## config.mk

```make
export PLATFORM = sky130hd
export DESIGN_NAME = padded_record_deframer_flat
export DESIGN_NICKNAME = d
export VERILOG_FILES = /design/src/design/prd_pkg.sv /design/src/design/prd_if.sv /design/src/design/prd_step.sv /design/src/design/padded_record_deframer.sv /design/src/flat_wrapper.sv
export SDC_FILE = /design/constraint.sdc
export NUM_CORES = 1
export LEC_CHECK = 0
export ABC_CLOCK_PERIOD_IN_PS = 4550
export BUFFER_PORTS_ARGS = -buffer_cell sky130_fd_sc_hd__clkbuf_2
export CAP_MARGIN = 15
export CORE_MARGIN = 4
export CORE_UTILIZATION = 35
export CTS_CLUSTER_DIAMETER = 80
export DETAILED_ROUTE_END_ITERATION = 6
export SKIP_CTS_REPAIR_TIMING = 1
export SLEW_MARGIN = 10
export SYNTH_ARGS = -nofsm -noshare
export SYNTH_HDL_FRONTEND = slang
export SYNTH_HIERARCHICAL = 1
export SYNTH_SLANG_ARGS = --single-unit
```

## constraint.sdc

```tcl
create_clock -name clk -period 4.55 [get_ports clk]
set_clock_uncertainty 0.05 [all_clocks]
set_input_delay 0.91 -clock clk [delete_from_list [all_inputs] [get_ports clk]]
set_output_delay 0.91 -clock clk [all_outputs]
set_load 0.05 [all_outputs]
```

## src/design/prd_pkg.sv

```systemverilog
// ============================================================================
// prd_pkg - padded record deframer package
// Types and constants shared by the deframer modules.
// ============================================================================
package prd_pkg;

    // Record count before raw passthrough, after reset
    localparam logic [7:0] PRD_RECORDS_RESET = 8'd8;

    // Item kinds
    localparam logic KIND_DATA = 1'b0;
    localparam logic KIND_EOS  = 1'b1;

    // End of stream status codes
    localparam logic STATUS_OK        = 1'b0;
    localparam logic STATUS_TRUNCATED = 1'b1;

    typedef enum logic [1:0] {
        PH_HEADER  = 2'd0,
        PH_PAYLOAD = 2'd1,
        PH_PADDING = 2'd2,
        PH_RAW     = 2'd3
    } prd_phase_t;

    typedef struct packed {
        prd_phase_t  phase;
        logic [1:0]  hdr_seen;
        logic [15:0] payload_left;
        logic [7:0]  padding_left;
        logic [7:0]  records_done;
        logic        truncated;
    } prd_state_t;

    typedef struct packed {
        logic       is_status;
        logic [7:0] out_byte;
        logic       status;
    } prd_result_t;

endpackage

```

## src/design/prd_if.sv

```systemverilog
// ============================================================================
// prd_if - deframer channel interfaces
// Valid/ready channels for input bytes, results and the config write.
// ============================================================================
interface prd_in_if;
    logic       valid;
    logic       ready;
    logic       kind;
    logic [7:0] in_byte;

    modport source (output valid, output kind, output in_byte, input ready);
    modport sink   (input valid, input kind, input in_byte, output ready);
endinterface

interface prd_out_if;
    logic       valid;
    logic       ready;
    logic       is_status;
    logic [7:0] out_byte;
    logic       status;

    modport source (output valid, output is_status, output out_byte, output status,
                    input ready);
    modport sink   (input valid, input is_status, input out_byte, input status,
                    output ready);
endinterface

interface prd_cfg_if;
    logic       valid;
    logic       ready;
    logic [7:0] data;

    modport source (output valid, output data, input ready);
    modport sink   (input valid, input data, output ready);
endinterface

```

## src/design/prd_step.sv

```systemverilog
// ============================================================================
// prd_step - deframer decode step
// Next framing state and optional result for one accepted request.
// ============================================================================
module prd_step
    import prd_pkg::*;
(
    input  prd_state_t  cur,
    input  logic        kind,
    input  logic [7:0]  in_byte,
    input  logic [7:0]  padded_records,
    output prd_state_t  nxt,
    output logic        res_valid,
    output prd_result_t res
);

    logic at_boundary;

    // Record complete: bump count, clear counters, maybe switch to raw
    function automatic prd_state_t finish_record(prd_state_t s, logic [7:0] limit);
        prd_state_t r;
        r              = s;
        r.records_done = s.records_done + 8'd1;
        r.hdr_seen     = 2'd0;
        r.payload_left = 16'd0;
        r.padding_left = 8'd0;
        r.phase        = (r.records_done == limit) ? PH_RAW : PH_HEADER;
        return r;
    endfunction

    assign at_boundary = (cur.phase == PH_RAW) ||
                         ((cur.phase == PH_HEADER) && (cur.hdr_seen == 2'd0));

    // Next state
    always_comb
    begin
        nxt = cur;
        if (kind == KIND_EOS)
        begin
            if (!at_boundary)
                nxt.truncated = 1'b1;
        end
        else if (!cur.truncated)
        begin
            unique case (cur.phase)
                PH_RAW:
                begin
                    nxt = cur;
                end
                PH_HEADER:
                begin
                    priority case (cur.hdr_seen)
                        2'd0:
                        begin
                            nxt.payload_left = {in_byte, 8'h00};
                            nxt.hdr_seen     = 2'd1;
                        end
                        2'd1:
                        begin
                            nxt.payload_left = cur.payload_left | {8'h00, in_byte};
                            nxt.hdr_seen     = 2'd2;
                        end
                        default:
                        begin
                            // third header byte: padding length
                            nxt.padding_left = in_byte;
                            nxt.hdr_seen     = 2'd0;
                            if (cur.payload_left != 16'd0)
                                nxt.phase = PH_PAYLOAD;
                            else if (in_byte != 8'd0)
                                nxt.phase = PH_PADDING;
                            else
                                nxt = finish_record(cur, padded_records);
                        end
                    endcase
                end
                PH_PAYLOAD:
                begin
                    if (cur.payload_left <= 16'd1)
                    begin
                        nxt.payload_left = 16'd0;
                        if (cur.padding_left == 8'd0)
                            nxt = finish_record(cur, padded_records);
                        else
                            nxt.phase = PH_PADDING;
                    end
                    else
                        nxt.payload_left = cur.payload_left - 16'd1;
                end
                PH_PADDING:
                begin
                    if (cur.padding_left <= 8'd1)
                        nxt = finish_record(cur, padded_records);
                    else
                        nxt.padding_left = cur.padding_left - 8'd1;
                end
            endcase
        end
    end

    // Result
    always_comb
    begin
        res.is_status = kind;
        res.out_byte  = (kind == KIND_EOS) ? 8'h00 : in_byte;
        res.status    = STATUS_OK;
        if (kind == KIND_EOS)
        begin
            res_valid  = 1'b1;
            res.status = (cur.truncated || !at_boundary) ? STATUS_TRUNCATED : STATUS_OK;
        end
        else
            res_valid = !cur.truncated &&
                        ((cur.phase == PH_RAW) || (cur.phase == PH_PAYLOAD));
    end

endmodule

```

## src/design/padded_record_deframer.sv

```systemverilog
// ============================================================================
// padded_record_deframer - length-prefixed padded record deframer
// Strips 3-byte headers and padding from a byte stream, then passes raw.
// ============================================================================
// Usage:
//   rx  : one request per byte (kind 0) or end-of-stream check (kind 1).
//   tx  : payload/raw bytes and end-of-stream status answers.
//   cfg : write of padded_records, taken at any cycle (ready is tied high);
//         write only while the block is idle.
// Header bytes, padding bytes and data after a truncation give no result.
// Latency: a result shows on tx the cycle after its request is accepted.
// Throughput: one request per cycle while rx is ready; the decode step is a single pass of
//   counter logic between the framing state register and the tx register.
// tx is held in one output register; rx stays ready while that register
//   is empty or being taken, so a stalled receiver holds rx off only once
//   a result is already waiting.
// Reset: framing state clears to the header phase with no records done,
//   no sticky error, padded_records back to 8, and tx empty.
// ============================================================================
module padded_record_deframer
    import prd_pkg::*;
(
    input  logic      clk,
    input  logic      rst_n,
    prd_in_if.sink    rx,
    prd_out_if.source tx,
    prd_cfg_if.sink   cfg
);

    prd_state_t  state_reg;
    prd_state_t  state_next;
    logic [7:0]  records_cfg_reg;
    logic        out_valid_reg;
    prd_result_t out_reg;
    prd_result_t res;
    logic        res_valid;
    logic        accept;

    // Decode step
    prd_step u_step (
        .cur            (state_reg),
        .kind           (rx.kind),
        .in_byte        (rx.in_byte),
        .padded_records (records_cfg_reg),
        .nxt            (state_next),
        .res_valid      (res_valid),
        .res            (res)
    );

    // Handshakes
    assign rx.ready  = !out_valid_reg || tx.ready;
    assign accept    = rx.valid && rx.ready;
    assign cfg.ready = 1'b1;

    // Config register
    always_ff @(posedge clk or negedge rst_n)
    begin
        if (!rst_n)
            records_cfg_reg <= PRD_RECORDS_RESET;
        else if (cfg.valid)
            records_cfg_reg <= cfg.data;
    end

    // Framing state
    always_ff @(posedge clk or negedge rst_n)
    begin
        if (!rst_n)
        begin
            state_reg.phase        <= PH_HEADER;
            state_reg.hdr_seen     <= 2'd0;
            state_reg.payload_left <= 16'd0;
            state_reg.padding_left <= 8'd0;
            state_reg.records_done <= 8'd0;
            state_reg.truncated    <= 1'b0;
        end
        else if (accept)
            state_reg <= state_next;
    end

    // Output valid
    always_ff @(posedge clk or negedge rst_n)
    begin
        if (!rst_n)
            out_valid_reg <= 1'b0;
        else if (accept)
            out_valid_reg <= res_valid;
        else if (tx.ready)
            out_valid_reg <= 1'b0;
    end

    // Output payload
    always_ff @(posedge clk)
    begin
        if (accept && res_valid)
            out_reg <= res;
    end

    assign tx.valid     = out_valid_reg;
    assign tx.is_status = out_reg.is_status;
    assign tx.out_byte  = out_reg.out_byte;
    assign tx.status    = out_reg.status;

endmodule

```

## src/flat_wrapper.sv

```systemverilog
// flat-port wrapper written by rule: the top's interface ports become plain ports
module padded_record_deframer_flat import prd_pkg::*;
  (clk, rst_n, rx_valid, rx_kind, rx_in_byte, rx_ready, tx_valid, tx_is_status, tx_out_byte, tx_status, tx_ready, cfg_valid, cfg_data, cfg_ready);
  prd_in_if rx_i ();
  prd_out_if tx_i ();
  prd_cfg_if cfg_i ();
  input  logic clk;
  input  logic rst_n;
  input wire logic [$bits(rx_i.valid)-1:0] rx_valid;
  input wire logic [$bits(rx_i.kind)-1:0] rx_kind;
  input wire logic [$bits(rx_i.in_byte)-1:0] rx_in_byte;
  output wire logic [$bits(rx_i.ready)-1:0] rx_ready;
  output wire logic [$bits(tx_i.valid)-1:0] tx_valid;
  output wire logic [$bits(tx_i.is_status)-1:0] tx_is_status;
  output wire logic [$bits(tx_i.out_byte)-1:0] tx_out_byte;
  output wire logic [$bits(tx_i.status)-1:0] tx_status;
  input wire logic [$bits(tx_i.ready)-1:0] tx_ready;
  input wire logic [$bits(cfg_i.valid)-1:0] cfg_valid;
  input wire logic [$bits(cfg_i.data)-1:0] cfg_data;
  output wire logic [$bits(cfg_i.ready)-1:0] cfg_ready;
  assign rx_i.valid = rx_valid;
  assign rx_i.kind = rx_kind;
  assign rx_i.in_byte = rx_in_byte;
  assign rx_ready = rx_i.ready;
  assign tx_valid = tx_i.valid;
  assign tx_is_status = tx_i.is_status;
  assign tx_out_byte = tx_i.out_byte;
  assign tx_status = tx_i.status;
  assign tx_i.ready = tx_ready;
  assign cfg_i.valid = cfg_valid;
  assign cfg_i.data = cfg_data;
  assign cfg_ready = cfg_i.ready;
  padded_record_deframer u_core (.clk(clk), .rst_n(rst_n), .rx(rx_i), .tx(tx_i), .cfg(cfg_i));
endmodule
```

# Word level (Yosys, flattened, before mapping)
# Index checks and enable logic that the tools add are counted.
# W data, S select, Z words.
[word_totals]
ff_bits = 56
out_inout_bits = 13
inputBits = 22
elab_cells = 82
[classes]
bitwise = 4
eq_ne = 14
n_reduce_logical = 24
add_sub_neg = 3
mux = 24
magnitude_cmp = 2
[op_table]
columns = ["op", "n"]
rows = [
  ["$pmux W37 S4", 1],
  ["$mux W33", 2],
  ["$pmux W18 S2", 1],
  ["$mux W35", 1],
  ["$mux W17", 2],
  ["$reduce_and A7 Y1", 4],
  ["$mux W20", 1],
  ["$le A16 B1 Y1 const B", 1],
  ["$mux W16", 1],
  ["$or A16 B8 Y16", 1],
  ["$reduce_bool A16 Y1", 1],
  ["$sub A16 B1 Y16 const B", 1],
  ["$ne A2 B2 Y1 const B", 7],
  ["$mux W2", 5],
  ["$reduce_and A10 Y1", 1],
  ["$mux W9", 1],
  ["$add A8 B1 Y8 const B", 1],
  ["$eq A8 B8 Y1", 1],
  ["$le A8 B1 Y1 const B", 1],
  ["$logic_not A8 Y1", 1],
  ["$mux W8", 1],
  ["$ne A4 B3 Y1 const B", 2],
  ["$reduce_bool A8 Y1", 1],
  ["$sub A8 B1 Y8 const B", 1],
  ["12 further kinds", 31],
]

# Depth between registers and ports, before layout
[depth]
word_depth = 9
ltp_mapped = 9
depth_no_buf = 8

# Hierarchy
# The synthesis kept the hierarchy.
[modules_own_cells]
columns = ["mod", "seq_area_each_um2", "n_inst", "area_per_inst_um2", "cells_each"]
rows = [
  ["padded_record_deframer", 1452.6, 1, 2187.1, 112],
  ["prd_step", 0.0, 1, 2057.0, 333],
]

# Worst setup path after synthesis
# OpenSTA, ideal clock, no wires.
[synth_path]
path_kind = "register to register"
startpoint = "reg u_core/state_reg[17] in the netlist's numbering"
endpoint = "reg u_core/state_reg[2] in the netlist's numbering"
period_less_slack_ns = 2.841
arrival_ns = 2.666
setup_slack_ns = 1.709
path_buffers = 0
t_required_ns = 4.375
setup_ns = 0.125
path_stages_with_launch = 9
cell_sequence = "dfrtp_1 -> inv_1 -> ha_1 -> or4b_2 -> nor4_4 -> a31oi_2 -> a21oi_1 -> mux2_1 -> mux2_4"
[synth_via]
elab_chain_cells = 3
elab_cells_between_ends = 5
classes_between = "order compare (1); eq/ne (2); reduce/logical (2)"
[synth_lines]
columns = ["element", "line_no", "text"]
rows = [
  ["start, declared", "padded_record_deframer.sv:30", "prd_state_t state_reg;"],
  ["start signal, assigned", "padded_record_deframer.sv:77", "state_reg <= state_next;"],
  ["$le A16 B1 Y1 / $reduce_bool A16 Y1 (equally long branches)", "prd_step.sv:79, prd_step.sv:68", ""],
  ["$ne A2 B2 Y1 (no line)", "-", ""],
  ["$reduce_and A10 Y1 (no line) (*)", "-", ""],
]
# Mark *: on every way between the ends. The rest lies on a longest branch, timed or not.
# A chain may end at the register's enable or synchronous reset.

# Worst setup path in the final report
[layout_path]
startpoint = "reg u_core/state_reg[29] in the netlist's numbering"
endpoint = "reg u_core/state_reg[2] in the netlist's numbering"
# Same word-level chain as after synthesis.

==> impl_results.md <==
- Syn_area_per_cell: 9.54 um^2
- Final period util: 70.9%
- Ys Warns: 6
- Largest stage delay, worst path: 0.73 ns
- Starting DRC count in detailed routing: 348
- Core region area: 11700 um^2
- Via total after detailed routing: 3703
- Register area: 1450 um^2
- Crit path from: u_core/state_reg[29]
- Final Non-Filler Cells: 607
- Critical-path top delay cell: o2111a_1
- First-pass GRT wire length: 18800 um
- Fmax: 0.310 GHz
- Multi-input gate area: 2570 um^2
- # rows: 39
- Clk pin slew, worst setup/hold paths: 0.08 ns
- Worst EP required: 4.68 ns
- Min-delay worst type: register to register
- I/O Pins: 35
- Largest register FFs: 37
- CP delay by family, top: compound AO/OA/AOI/OAI gates
- Crit Reg-Reg Startpoint: u_core/state_reg[29]
- Gr ovfl total: 0
- Largest net degree at the start of global routing: 47
- Vias in the first global route: 3612
- Critical path arrival: 3.36 ns
- DR pass1 iterations: 5
- Routed len/inst: 18.8 um
- Relative slew slack: 35.6%
- Die height: 118 um
- Hpwl dp: 7880 um
- Synth async-reset ratio: 82.1%
- #FFs+latches synth: 56
- Max Slew Vio Count: 0
- Root Buffer: clkbuf_16
- Power Density: 459 nW/um^2
- Fill count: 1160
- WL final: 11400 um
- CTS Buffer Depth: 2
- DP Area: 4470 um^2
- Detail Route Antenna Nets: 0
- Clock buffer count from CTS: 5
- HP Start: u_core/records_cfg_reg[7]
- N_diodes: 0
- Max-cap violation count: 0
- Nature of the critical path endpoint: register
- Cells after Synth: 445
- Min Tclk post-route: 3.22 ns
- Total GRT Usage: 16.1%
- Top FF cell, synth: dfrtp_1
- Final Util: 39.5%
- Cells along the critical path: nor4_1, o2111a_1, nand4_1, a21oi_1, mux2_1, mux2_4
- Post-route DRC: 0
- Die X-Extent: 118 um
- Initial antenna violation count: 0
- Min Hold Slack: 0.478 ns
- Clock Sinks: 56
- Total Nets Final: 491
- Clock Latency Late Sink: 0.30 ns
- Area grow syn2layout: 8.64%
- Worst-Margin Slew: 0.966 ns
- Maximum VDD drop: 0.148 mV
- Die area: 14000 um^2
- Starting Density: 36.4%
- CTS H-tree lvls: 2
- TritonCTS clock tree: built
- Share of post-route cells with drive strength above 1: 22.2%
- Post-Syn Area: 4240 um^2
- CP Launch Type: register
- Post-synth cell types: 67
- Mapped Nets: 473
- Final hold vios: 0
- Dpl cells: 599
- Bufs and invs on worst path: 0
- LEAKAGE: 1.87 nW
- Vias per inst: 6.10
- Global placer's final weighted congestion: 0.906
- Seq/Total Area, Yosys: 34.2%
- EDFF count, synth: 10
- Unrepaired setup endpoints after global routing: no
- Sum Neg Setup Slack: 0 ns
- Worst-path fanout max: 19
- PortBufs: 33
- # setup viols final: 0
- Status: completed
- CP Class: register to register
- Post-route design area: 4610 um^2
## Yosys cell counts (3+ instances only)
cell type	count	share of area [%]
nor3b_1	3	0.53
nor2_1	28	2.5
or2_2	3	0.44
or4_1	5	0.88
nand3_1	8	0.94
a211o_1	4	0.83
a31oi_1	6	0.88
a21o_1	4	0.71
clkbuf_1	19	1.7
dfrtp_1	45	27
xor2_1	9	1.9
buf_12	3	1.4
a211oi_1	12	2.1
a21oi_1	22	2.6
inv_1	16	1.4
a22oi_1	5	0.88
edfxtp_1	10	7.1
ha_1	6	1.8
mux2_2	15	4.0
nor2b_1	15	2.2
o22ai_1	8	1.2
or3_1	8	1.2
nor3_1	16	1.9
nand2_1	27	2.4
nand2b_1	8	1.2
a32oi_1	5	1.0
a221o_1	4	0.94
mux2_4	30	11
nand4_1	5	0.74
xnor2_1	7	1.4
o21ai_0	28	3.3
o211ai_1	6	1.1
nor4_1	10	1.5
## cells by family after synthesis
family                     after synthesis  share of synthesized area, %
other                                    1                        0.0884
buffers and inverters                   43                          5.19
AOI/OAI and AO/OA                      127                          21.0
and+or+nand+nor                        148                          19.1
DFF                                     56                          34.2
muxes                                   48                          15.3
xor gates and xnor gates                16                          3.30
adders and majority gates                6                          1.77
## per-layer routing
metal / vias to the layer above / share of wire (%) / global-route usage (%)
li1: 1722 / - / -
met1: 1807 / 46 / 22.2
met2: 162 / 46 / 25.8
met3: 12 / 6.9 / 3.03
met4: 0 / 1.4 / 4.76
met5: - / 0 / 0
## report_power, final
part / switching, mW / total [mW] / internal, mW
clock network: 0.181 / 0.387 / 0.206
logic: 0.541 / 0.939 / 0.398
registers: 0.181 / 0.789 / 0.608
## worst reg2reg max path: stages, from the launching register on
cell and delay [ns]:
dfrtp_1 0.43, nor4_1 0.54, o2111a_1 0.73, nand4_1 0.41
a21oi_1 0.34, mux2_1 0.35, mux2_4 0.26
## area by class of cell
cell class                 instances  share of cell area [%]
sequential                        56                    31.5
multi-input combinational        346                    55.8
timing repair buffer              38                    4.40
clock inverter                     2                   0.353
tap                              143                    3.88
clock buffer                       6                    2.80
inverter                          16                    1.30
## stage by stage
stage	total power, mW	setup WS, ns
after floorplan	1.49	1.71
after global placement	1.70	1.49
after detailed placement	1.70	1.40
after CTS	2.10	1.39
after global routing	2.26	1.11
final	2.11	1.33
## worst paths after layout
path / to / slack, ns / cells past startpoint
worst max-delay path: u_core/state_reg[2] / 1.33 / 6
worst min-delay path: u_core/records_cfg_reg[7] / 0.48 / 1
worst max register to register: u_core/state_reg[2] / 1.33 / 6
worst min register to register: u_core/records_cfg_reg[7] / 0.48 / 1
max in group asynchronous: u_core/state_reg[8] / 3.37 / 2
min in group asynchronous: u_core/state_reg[20] / 0.66 / 2
## placed cells by master, fill, tap and decap left out, drive strengths merged, types with 3 or more instances in the layout
| cell type | synthesis | layout |
|---|---|---|
| inv | 16 | 16 |
| nor3b | 3 | 3 |
| nand3 | 8 | 8 |
| edfxtp | 10 | 10 |
| nor2 | 28 | 28 |
| or4 | 5 | 5 |
| dfrtp | 45 | 45 |
| or2 | 3 | 3 |
| nor4 | 11 | 11 |
| o211ai | 6 | 6 |
| nor2b | 15 | 15 |
| clkbuf | 19 | 39 |
| xor2 | 9 | 9 |
| a32oi | 5 | 5 |
| ha | 6 | 6 |
| or3 | 8 | 8 |
| a22oi | 5 | 5 |
| a211oi | 12 | 12 |
| nand2 | 28 | 28 |
| mux2 | 46 | 46 |
| xnor2 | 7 | 7 |
| a221o | 4 | 4 |
| buf | 8 | 5 |
| o21ai | 28 | 28 |
| a211o | 4 | 4 |
| a21oi | 22 | 22 |
| a31oi | 8 | 8 |
| a21o | 4 | 4 |
| nor3 | 16 | 16 |
| o22ai | 8 | 8 |
| nand2b | 9 | 9 |
| nand4 | 5 | 5 |
No activity file was read; power rests on OpenSTA's default activity.
